==> src/sv/sorted_list_engine_top_defines.svh <==
// Assertion macros for the sorted list engine.
// Used by sorted_list_engine_top; no other dependencies.
`ifndef SORTED_LIST_ENGINE_TOP_DEFINES_SVH
`define SORTED_LIST_ENGINE_TOP_DEFINES_SVH

`ifndef NO_ASSERTIONS
`define SLE_ASSERT(lbl, prop) \
    lbl: assert property (@(posedge clk) disable iff (!rst_n) prop) \
        else $error("sorted list engine check failed");
`define SLE_ASSERT_RST(lbl, prop) \
    lbl: assert property (@(posedge clk) prop) \
        else $error("sorted list engine check failed");
`else
`define SLE_ASSERT(lbl, prop)
`define SLE_ASSERT_RST(lbl, prop)
`endif

`endif

==> src/sv/sle_pkg.sv <==
// Shared types, codes and sizes for the sorted list engine.
// No dependencies; used by sle_cell and sorted_list_engine_top.
package sle_pkg;

    localparam int CAPACITY = 16;
    localparam int CNT_W    = $clog2(CAPACITY + 1);
    localparam int OCC_W    = 5;
    localparam int VAL_W    = 32;

    localparam logic [1:0] OP_INSERT = 2'd0;
    localparam logic [1:0] OP_REMOVE = 2'd1;
    localparam logic [1:0] OP_SEARCH = 2'd2;

    localparam logic [1:0] ST_OK   = 2'd0;
    localparam logic [1:0] ST_MISS = 2'd1;
    localparam logic [1:0] ST_FULL = 2'd2;

    typedef struct packed {
        logic [1:0]              op;
        logic signed [VAL_W-1:0] value;
    } req_t;

    typedef struct packed {
        logic [1:0]       status;
        logic [OCC_W-1:0] occupancy;
    } rsp_t;

    typedef struct packed {
        logic insert;
        logic remove;
    } cell_ctrl_t;

    typedef struct packed {
        logic signed [VAL_W-1:0] val;
        logic                    valid;
        logic                    gt;
        logic                    hit;
    } link_t;

endpackage

==> src/sv/sorted_list_engine_top.sv <==
// Sorted list engine: a row of CAPACITY cells kept in ascending order.
// A response is registered and presented in the cycle after its request beat.
// One request per cycle while the response side takes each response; the compare and shift
// ripple combinationally through the cell row, so the chain of match and shift links sets the clock period.
// Reset clears occupancy and every valid bit; stored values are not reset.
// Depends on sle_pkg, sle_cell and sorted_list_engine_top_defines.svh.
`include "sorted_list_engine_top_defines.svh"

module sorted_list_engine_top
    import sle_pkg::*;
(
    input  logic clk,
    input  logic rst_n,
    input  logic req_valid,
    output logic req_ready,
    input  req_t req,
    output logic rsp_valid,
    input  logic rsp_ready,
    output rsp_t rsp
);

    localparam link_t HEAD_LINK = '{val: '0, valid: 1'b1, gt: 1'b0, hit: 1'b0};
    localparam link_t TAIL_LINK = '{val: '0, valid: 1'b0, gt: 1'b1, hit: 1'b0};

    logic [CNT_W-1:0] count_reg;
    logic [CNT_W-1:0] count_next;
    logic             rsp_valid_reg;
    logic             rsp_valid_next;
    rsp_t             rsp_reg;
    rsp_t             rsp_next;
    logic             fire;
    logic             full;
    logic             found;
    logic [1:0]       status;
    cell_ctrl_t       ctrl;
    link_t            links [CAPACITY];
    logic [CAPACITY-1:0] valid_vec;

    assign req_ready = !rsp_valid_reg || rsp_ready;
    assign fire      = req_valid && req_ready;
    assign full      = (count_reg == CNT_W'(CAPACITY));
    assign found     = links[CAPACITY-1].hit;

    assign ctrl.insert = fire && (req.op == OP_INSERT) && !full;
    assign ctrl.remove = fire && (req.op == OP_REMOVE);

    genvar gi;
    generate
        for (gi = 0; gi < CAPACITY; gi++)
        begin : g_cell
            link_t left_l;
            link_t right_l;
            if (gi == 0)
            begin : g_head
                assign left_l = HEAD_LINK;
            end
            else
            begin : g_mid_l
                assign left_l = links[gi-1];
            end
            if (gi == CAPACITY - 1)
            begin : g_tail
                assign right_l = TAIL_LINK;
            end
            else
            begin : g_mid_r
                assign right_l = links[gi+1];
            end
            sle_cell u_cell (
                .clk   (clk),
                .rst_n (rst_n),
                .ctrl  (ctrl),
                .value (req.value),
                .left  (left_l),
                .right (right_l),
                .link  (links[gi])
            );
            assign valid_vec[gi] = links[gi].valid;
        end
    endgenerate

    always_comb
    begin
        count_next = count_reg;
        status     = ST_MISS;
        case (req.op)
            OP_INSERT:
            begin
                if (full)
                begin
                    status = ST_FULL;
                end
                else
                begin
                    status     = ST_OK;
                    count_next = count_reg + CNT_W'(1);
                end
            end
            OP_REMOVE:
            begin
                if (found)
                begin
                    status     = ST_OK;
                    count_next = count_reg - CNT_W'(1);
                end
            end
            OP_SEARCH:
            begin
                if (found)
                begin
                    status = ST_OK;
                end
            end
            default:
            begin
                status = ST_MISS;
            end
        endcase
    end

    always_comb
    begin
        rsp_valid_next = rsp_valid_reg;
        rsp_next       = rsp_reg;
        if (fire)
        begin
            rsp_valid_next     = 1'b1;
            rsp_next.status    = status;
            rsp_next.occupancy = OCC_W'(count_next);
        end
        else if (rsp_ready)
        begin
            rsp_valid_next = 1'b0;
        end
    end

    always_ff @(posedge clk or negedge rst_n)
    begin
        if (!rst_n)
        begin
            count_reg     <= '0;
            rsp_valid_reg <= 1'b0;
        end
        else
        begin
            if (fire)
            begin
                count_reg <= count_next;
            end
            rsp_valid_reg <= rsp_valid_next;
        end
    end

    always_ff @(posedge clk)
    begin
        rsp_reg <= rsp_next;
    end

    assign rsp_valid = rsp_valid_reg;
    assign rsp       = rsp_reg;

    `SLE_ASSERT_RST(a_count_bound, !rst_n || count_reg <= CNT_W'(CAPACITY))
    `SLE_ASSERT(a_valid_count, $countones(valid_vec) == int'(count_reg))
    `SLE_ASSERT(a_valid_packed, $onehot0(valid_vec & ~(valid_vec >> 1)))
    `SLE_ASSERT(a_head_valid, valid_vec[0] == (count_reg != '0))
    `SLE_ASSERT(a_full_holds, fire && req.op == OP_INSERT && full |=> count_reg == $past(count_reg))
    `SLE_ASSERT(a_rsp_occupancy, fire |=> rsp.occupancy == OCC_W'(count_reg))

endmodule

==> src/sv/sle_cell.sv <==
// One slot of the sorted row: holds a value and its valid bit.
// Depends on sle_pkg; instantiated in a chain by sorted_list_engine_top.
module sle_cell
    import sle_pkg::*;
(
    input  logic                    clk,
    input  logic                    rst_n,
    input  cell_ctrl_t              ctrl,
    input  logic signed [VAL_W-1:0] value,
    input  link_t                   left,
    input  link_t                   right,
    output link_t                   link
);

    logic signed [VAL_W-1:0] val_reg;
    logic signed [VAL_W-1:0] val_next;
    logic                    valid_reg;
    logic                    valid_next;
    logic                    gt;
    logic                    hit;

    assign gt  = !valid_reg || (value < val_reg);
    assign hit = left.hit || (valid_reg && (val_reg == value));

    always_comb
    begin
        val_next   = val_reg;
        valid_next = valid_reg;
        if (ctrl.insert)
        begin
            if (gt)
            begin
                val_next   = left.gt ? left.val : value;
                valid_next = valid_reg | left.valid;
            end
        end
        else if (ctrl.remove && hit)
        begin
            // pull the right neighbor in over the removed entry
            val_next   = right.val;
            valid_next = right.valid;
        end
    end

    always_ff @(posedge clk or negedge rst_n)
    begin
        if (!rst_n)
        begin
            valid_reg <= 1'b0;
        end
        else
        begin
            valid_reg <= valid_next;
        end
    end

    always_ff @(posedge clk)
    begin
        val_reg <= val_next;
    end

    assign link.val   = val_reg;
    assign link.valid = valid_reg;
    assign link.gt    = gt;
    assign link.hit   = hit;

endmodule

==> config.mk <==
export PLATFORM = sky130hd
export DESIGN_NAME = sorted_list_engine_top
export DESIGN_NICKNAME = d
export VERILOG_FILES = /design/src/sv/sle_pkg.sv /design/src/sv/sorted_list_engine_top.sv /design/src/sv/sle_cell.sv
export VERILOG_INCLUDE_DIRS = /design/src /design/src/sv
export SDC_FILE = /design/constraint.sdc
export NUM_CORES = 2
export LEC_CHECK = 0
export BUFFER_PORTS_ARGS = -buffer_cell sky130_fd_sc_hd__buf_2
export CORE_UTILIZATION = 35
export CTS_CLUSTER_DIAMETER = 100
export CTS_CLUSTER_SIZE = 8
export DETAILED_ROUTE_END_ITERATION = 7
export PLACE_DENSITY_LB_ADDON = 0.2
export SLEW_MARGIN = 20
export SYNTH_ARGS = -nofsm -noshare
export SYNTH_HDL_FRONTEND = slang
export SYNTH_HIERARCHICAL = 1
export SYNTH_SLANG_ARGS = --single-unit
==> constraint.sdc <==
create_clock -name clk -period 14.42 [get_ports clk]
set_input_delay 2.884 -clock clk [delete_from_list [all_inputs] [get_ports clk]]
set_output_delay 2.884 -clock clk [all_outputs]
set_load 0.01 [all_outputs]
* Word level (Yosys, flattened, before mapping) *
Cells that the tools add are included.

operators by class
  eq/ne operators = 35
  magnitude comparators = 16
  add/subtract/negate cells = 2
  bitwise gates (word level) = 15
  reductions and logical operators = 121
  mux-type cells = 119

operators by type and width
  cell                                                                      number
  32-bit two-way mux                                                        63
  32-bit == test                                                            16
  32-bit less-than comparator                                               16
  1-bit two-way mux                                                         51
  1-bit logical AND                                                         36
  2-bit nonzero test                                                        17
  1-bit logical OR                                                          32
  2-bit by 1-bit inequality test with 1-bit output (second input constant)  16
  2-bit AND reduction                                                       16
  1-bit zero test                                                           18
  1-bit bitwise OR                                                          15
  5-bit two-way mux                                                         2
  5-bit case mux with 2 select lines                                        1
  5-bit by 1-bit adder with 5-bit output (second input constant)            1
  5-bit == test (second input constant)                                     1
  5-bit by 1-bit subtractor with 5-bit output (second input constant)       1
  2-bit case mux with 2 select lines                                        1
  2-bit by 1-bit == test with 1-bit output (second input constant)          1
  2-bit == test (second input constant)                                     1
  2-bit zero test                                                           1
  2-bit two-way mux                                                         1
  2-bit OR reduction                                                        1

storage, ports and cells
  output and inout bits = 9
  register bits after elaboration = 541
  logic and storage cells = 344
  bits of input ports = 38

* Depth between registers and ports, before layout *
  word-level depth = 20
  mapped depth = 41
  gate-level depth less buffers = 25

* By module *
Netlist, hierarchy kept.

by module, submodules not included
  module                  sequential area each (um2)  instances  cells an instance  area each (um2)
  sle_cell                985.9                       16         277                2613.8
  sorted_list_engine_top  360.3                       1          85                 844.6

* Least setup slack after synthesis *
OpenSTA, ideal clock, no wires.

  path type = input-to-reg
  from = input req[19] in the netlist's numbering
  to = register g_cell[15].u_cell.val_reg[0] (enable)
  required time = 14.004 ns
  arrival time = 8.418 ns
  path slack = 5.586 ns
  path buffers = 15
  cell stages on the path = 38
  library setup time = 0.416 ns
  cell sequence = ha_1 > nand4_1 > nor4_4 > nand2_1 > o21bai_1 > buf_4 > o21bai_1 > buf_4 > o21bai_1 > buf_4 > o21bai_1 > buf_4 > o21bai_1 > buf_4 > o21bai_1 > buf_4 > o21bai_1 > buf_4 > [... 2 more ...] > o21bai_1 > buf_4 > o21bai_1 > buf_4 > o21bai_1 > buf_4 > o21bai_1 > buf_4 > o21bai_1 > buf_4 > o21bai_1 > buf_4 > o21bai_1 > buf_4 > nand2_1 > o21ai_2 > nor2_1 > nor3b_2

on the way
  cells in the longest elaborated chain, start to end = 20
  elaborated cells between the ends (all ways) = 53
  classes of those cells = order compare (1); eq/ne (17); reduce/logical (35)

ends and longest elaborated chain
  what                           RTL line                      text
  start: declaration             sorted_list_engine_top.sv:16  input req_t req,
  32-bit == test                 sle_cell.sv:23                assign hit = left.hit || (valid_reg && (val_reg == value));
  1-bit logical AND              sle_cell.sv:23
  net g_cell[0].u_cell.hit       sle_cell.sv:20                logic hit;
  1-bit logical OR               sle_cell.sv:23
  net g_cell[1].u_cell.hit       sle_cell.sv:20
  1-bit logical OR               sle_cell.sv:23
  net g_cell[2].u_cell.hit       sle_cell.sv:20
  1-bit logical OR               sle_cell.sv:23
  net g_cell[3].u_cell.hit       sle_cell.sv:20
  [... 1 more ...]               -
  net g_cell[4].u_cell.hit       sle_cell.sv:20
  [... 1 more ...]               -
  net g_cell[5].u_cell.hit       sle_cell.sv:20
  [... 1 more ...]               -
  net g_cell[6].u_cell.hit       sle_cell.sv:20
  [... 1 more ...]               -
  net g_cell[7].u_cell.hit       sle_cell.sv:20
  [... 1 more ...]               -
  net g_cell[8].u_cell.hit       sle_cell.sv:20
  [... 1 more ...]               -
  net g_cell[9].u_cell.hit       sle_cell.sv:20
  [... 1 more ...]               -
  net g_cell[10].u_cell.hit      sle_cell.sv:20
  [... 1 more ...]               -
  net g_cell[11].u_cell.hit      sle_cell.sv:20
  [... 1 more ...]               -
  net g_cell[12].u_cell.hit      sle_cell.sv:20
  1-bit logical OR               sle_cell.sv:23
  net g_cell[13].u_cell.hit      sle_cell.sv:20
  1-bit logical OR               sle_cell.sv:23
  net g_cell[14].u_cell.hit      sle_cell.sv:20
  1-bit logical OR               sle_cell.sv:23
  1-bit logical AND              sle_cell.sv:37                else if (ctrl.remove && hit)
  2-bit nonzero test (no line)   -
  2-bit AND reduction (no line)  -
  end signal: assignment         sle_cell.sv:59                val_reg <= val_next;
  end: declaration               sle_cell.sv:15                logic signed [VAL_W-1:0] val_reg;

The timed path passes the listed nets, and every way through them passes these cells.
A chain may end at the register's enable or synchronous reset.

==> reports/metrics.yaml <==
worst_hold_path:
  hp-start: "rsp_valid$_DFFE_PN0P_"
  hold_depth: 2
  hold_path.class: "register to register"
  holdPathEnd: "rsp_valid$_DFFE_PN0P_"
place:
  portBuffers: 46
  detailedPlace.worstSlack_ns: 5.57
  place.gp.congestion: 0.810
  place_area_sq_um: 44500
  dp.cells: 6060
  place_hpwl_mm: 79.7
timing:
  fin_crit_ns: 8.23
  fin_ws_ns: 6.19
  timing.final.crit_share_pct: 57.1
  setup_viol: 0
  hold_viol: 0
  worst_pin_slew_ns: 1.06
  max_freq_ghz: 0.122
  final.setup.tns_ns: 0
  hold_slack_ns: 0.584
  drv_slew: 0
  rsz0062_at_grt: "no"
  skew_ns: 0.0235
  slew_headroom_pct: 29.1
route:
  route.met3.wl_mm: 2.93
  drt-initial-drc-count: 1862
  post_drt_wl_per_cell_um: 17.3
  wl_met1_mm: 52.7
  wl_met2_mm: 49.0
  dr.pass1.iters: 5
  top_layer: "met5"
  ant_nets: 0
  drc: 0
  drt_wl_total_mm: 107
  vias: 30900
  via_per_inst: 5.01
global_route:
  grtUsageTotal_pct: 17.4
  grt_pass1_vias: 30900
  gr-total-overflow: 0
  grt_pass1_wl_mm: 171
  grt_antenna_before_repair: 1
  grt_max_degree: 216
flow_run:
  drv_cap: 0
floorplan:
  dieArea_sq_um: 123000
  core_area_sq_um: 120000
  dieWidth_um: 351
  io-pin-count: 47
  rows: 127
  start_util_pct: 35.4
  die_h_um: 351
yosys:
  syn_inst: 4512
  synth_area_per_cell_sq_um: 9.45
  syn_area_sq_um: 42600
  yosys_warnings: 6
clock_tree:
  cts_tree: "built"
  clk_pin_slew_worst_paths_ns: 0.05
  clk_latency_ns: 0.64
  clkSinkCount: 541
  numCtsBuffers: 77
  postCtsHoldBufs: 0
  cts_resized: 0
  clk_path_buf_depth: 3
  cts_setup_buffers: 0
  root_buffer: "clkbuf_16"
  h-tree-depth: 3
final_layout:
  nets: 5081
  multiInputGateArea_sq_um: 23700
  fin_util_pct: 38.8
  areaGrowthSynthToFinish_pct: 9.48
  largest_reg_flops: 512
  register_area_sq_um: 16100
  final_cells: 6174
  fill_cells: 12100
  drive_above_1_share_pct: 6.84
  design_area_sq_um: 46700
power:
  ir_drop_mv: 0.0758
  powerDensity_nw_per_um2: 109
  power_mw: 5.07
  p_leak_nw: 21.4
status:
  outcome: "finished, final reports clean"
critical_path:
  r2r-start: "g_cell[0].u_cell/val_reg[31]$_DFFE_PP_"
  worstSetupEndpointType: "register"
  critical_path_class: "input pin to register"
  critPathMaxFanout: 32
  worst_r2r_path_depth: 25
  ff2ff_setup_slack_ns: 8.57
  cp.required_ns: 14.70
  cp.arrival_ns: 8.51
  worst_setup_path_start_kind: "input pin"
  regToRegEndpoint: "g_cell[15].u_cell/val_reg[25]$_DFFE_PP_"
==> per-layer routing <==
| layer | GRT usage (%) | vias to the layer above |
|---|---|---|
| met4 | 4.56 | 2 |
| met1 | 23.9 | 14300 |
| li1 | - | 16100 |
| met3 | 2.03 | 124 |
| met2 | 28.6 | 386 |
| met5 | 0 | - |
==> cell type report <==
class / count / share of cell area, %
multi-input combinational: 3258 / 50.7
sequential: 541 / 34.6
inverter: 552 / 4.44
clock buffer: 107 / 4.42
tap: 1612 / 4.32
timing repair buffer: 97 / 1.39
clock inverter: 6 / 0.118
antenna: 1 / 0.00536
==> where the power goes <==
group	switching, mW	internal (mW)	leakage (nW)
logic	0.808	0.573	15.4
clock network	0.708	0.981	1.02
registers	0.129	1.87	4.98
==> worst max path at each step <==
| stage | slack, ns | cells after the start | startpoint | endpoint |
|---|---|---|---|---|
| global route | 5.70 | 25 | req[31] | g_cell[15].u_cell/val_reg[25]$_DFFE_PP_ |
| detailed placement | 5.57 | 25 | req[31] | g_cell[15].u_cell/val_reg[23]$_DFFE_PP_ |
| global placement | 5.58 | 25 | req[22] | g_cell[15].u_cell/val_reg[23]$_DFFE_PP_ |
| floorplan | 5.59 | 38 | req[19] | g_cell[15].u_cell/val_reg[0]$_DFFE_PP_ |
| finish | 6.19 | 25 | req[31] | g_cell[15].u_cell/val_reg[25]$_DFFE_PP_ |
| CTS | 6.21 | 25 | req[31] | g_cell[15].u_cell/val_reg[25]$_DFFE_PP_ |
==> worst max-delay path, stage by stage <==
cell,delay (ns)
buf_2,0.55
ha_1,0.36
nand4_2,0.18
nor4_4,0.43
nand2_1,0.15
o21bai_1,0.22
o21bai_1,0.17
o21bai_1,0.18
o21bai_1,0.17
o21bai_1,0.18
o21bai_1,0.18
o21bai_1,0.20
o21bai_1,0.19
o21bai_1,0.18
o21bai_1,0.18
o21bai_1,0.18
o21bai_1,0.17
o21bai_1,0.17
o21bai_1,0.18
o21bai_1,0.17
nand2_1,0.08
o21ai_2,0.09
nor2_1,0.09
nor3b_4,0.50
buf_4,0.41
==> placed cells by master, fill, tap and decap left out, types with 15 or more instances in the layout <==
| cell type | count |
|---|---|
| a211oi_1 | 15 |
| a21boi_1 | 16 |
| a21o_1 | 17 |
| a21oi_1 | 757 |
| and3_1 | 19 |
| buf_2 | 46 |
| buf_4 | 48 |
| clkbuf_1 | 29 |
| clkbuf_16 | 78 |
| conb_1 | 69 |
| dfrtp_1 | 22 |
| edfxtp_1 | 519 |
| ha_1 | 516 |
| inv_1 | 552 |
| mux2_4 | 15 |
| mux2i_1 | 546 |
| nand2_1 | 198 |
| nand2b_1 | 31 |
| nand3_1 | 68 |
| nand3b_1 | 32 |
| nand4_1 | 81 |
| nand4_2 | 16 |
| nor2_1 | 561 |
| nor2b_4 | 16 |
| nor3_1 | 34 |
| nor3b_4 | 16 |
| nor4_4 | 16 |
| o21a_1 | 17 |
| o21ai_0 | 50 |
| o21ai_1 | 32 |
| o21ai_2 | 16 |
| o21bai_1 | 16 |
| o21bai_2 | 16 |
| o221ai_1 | 17 |
| o311a_2 | 16 |
| o31ai_1 | 18 |
Note: power is estimated with default switching activity, not from simulation.
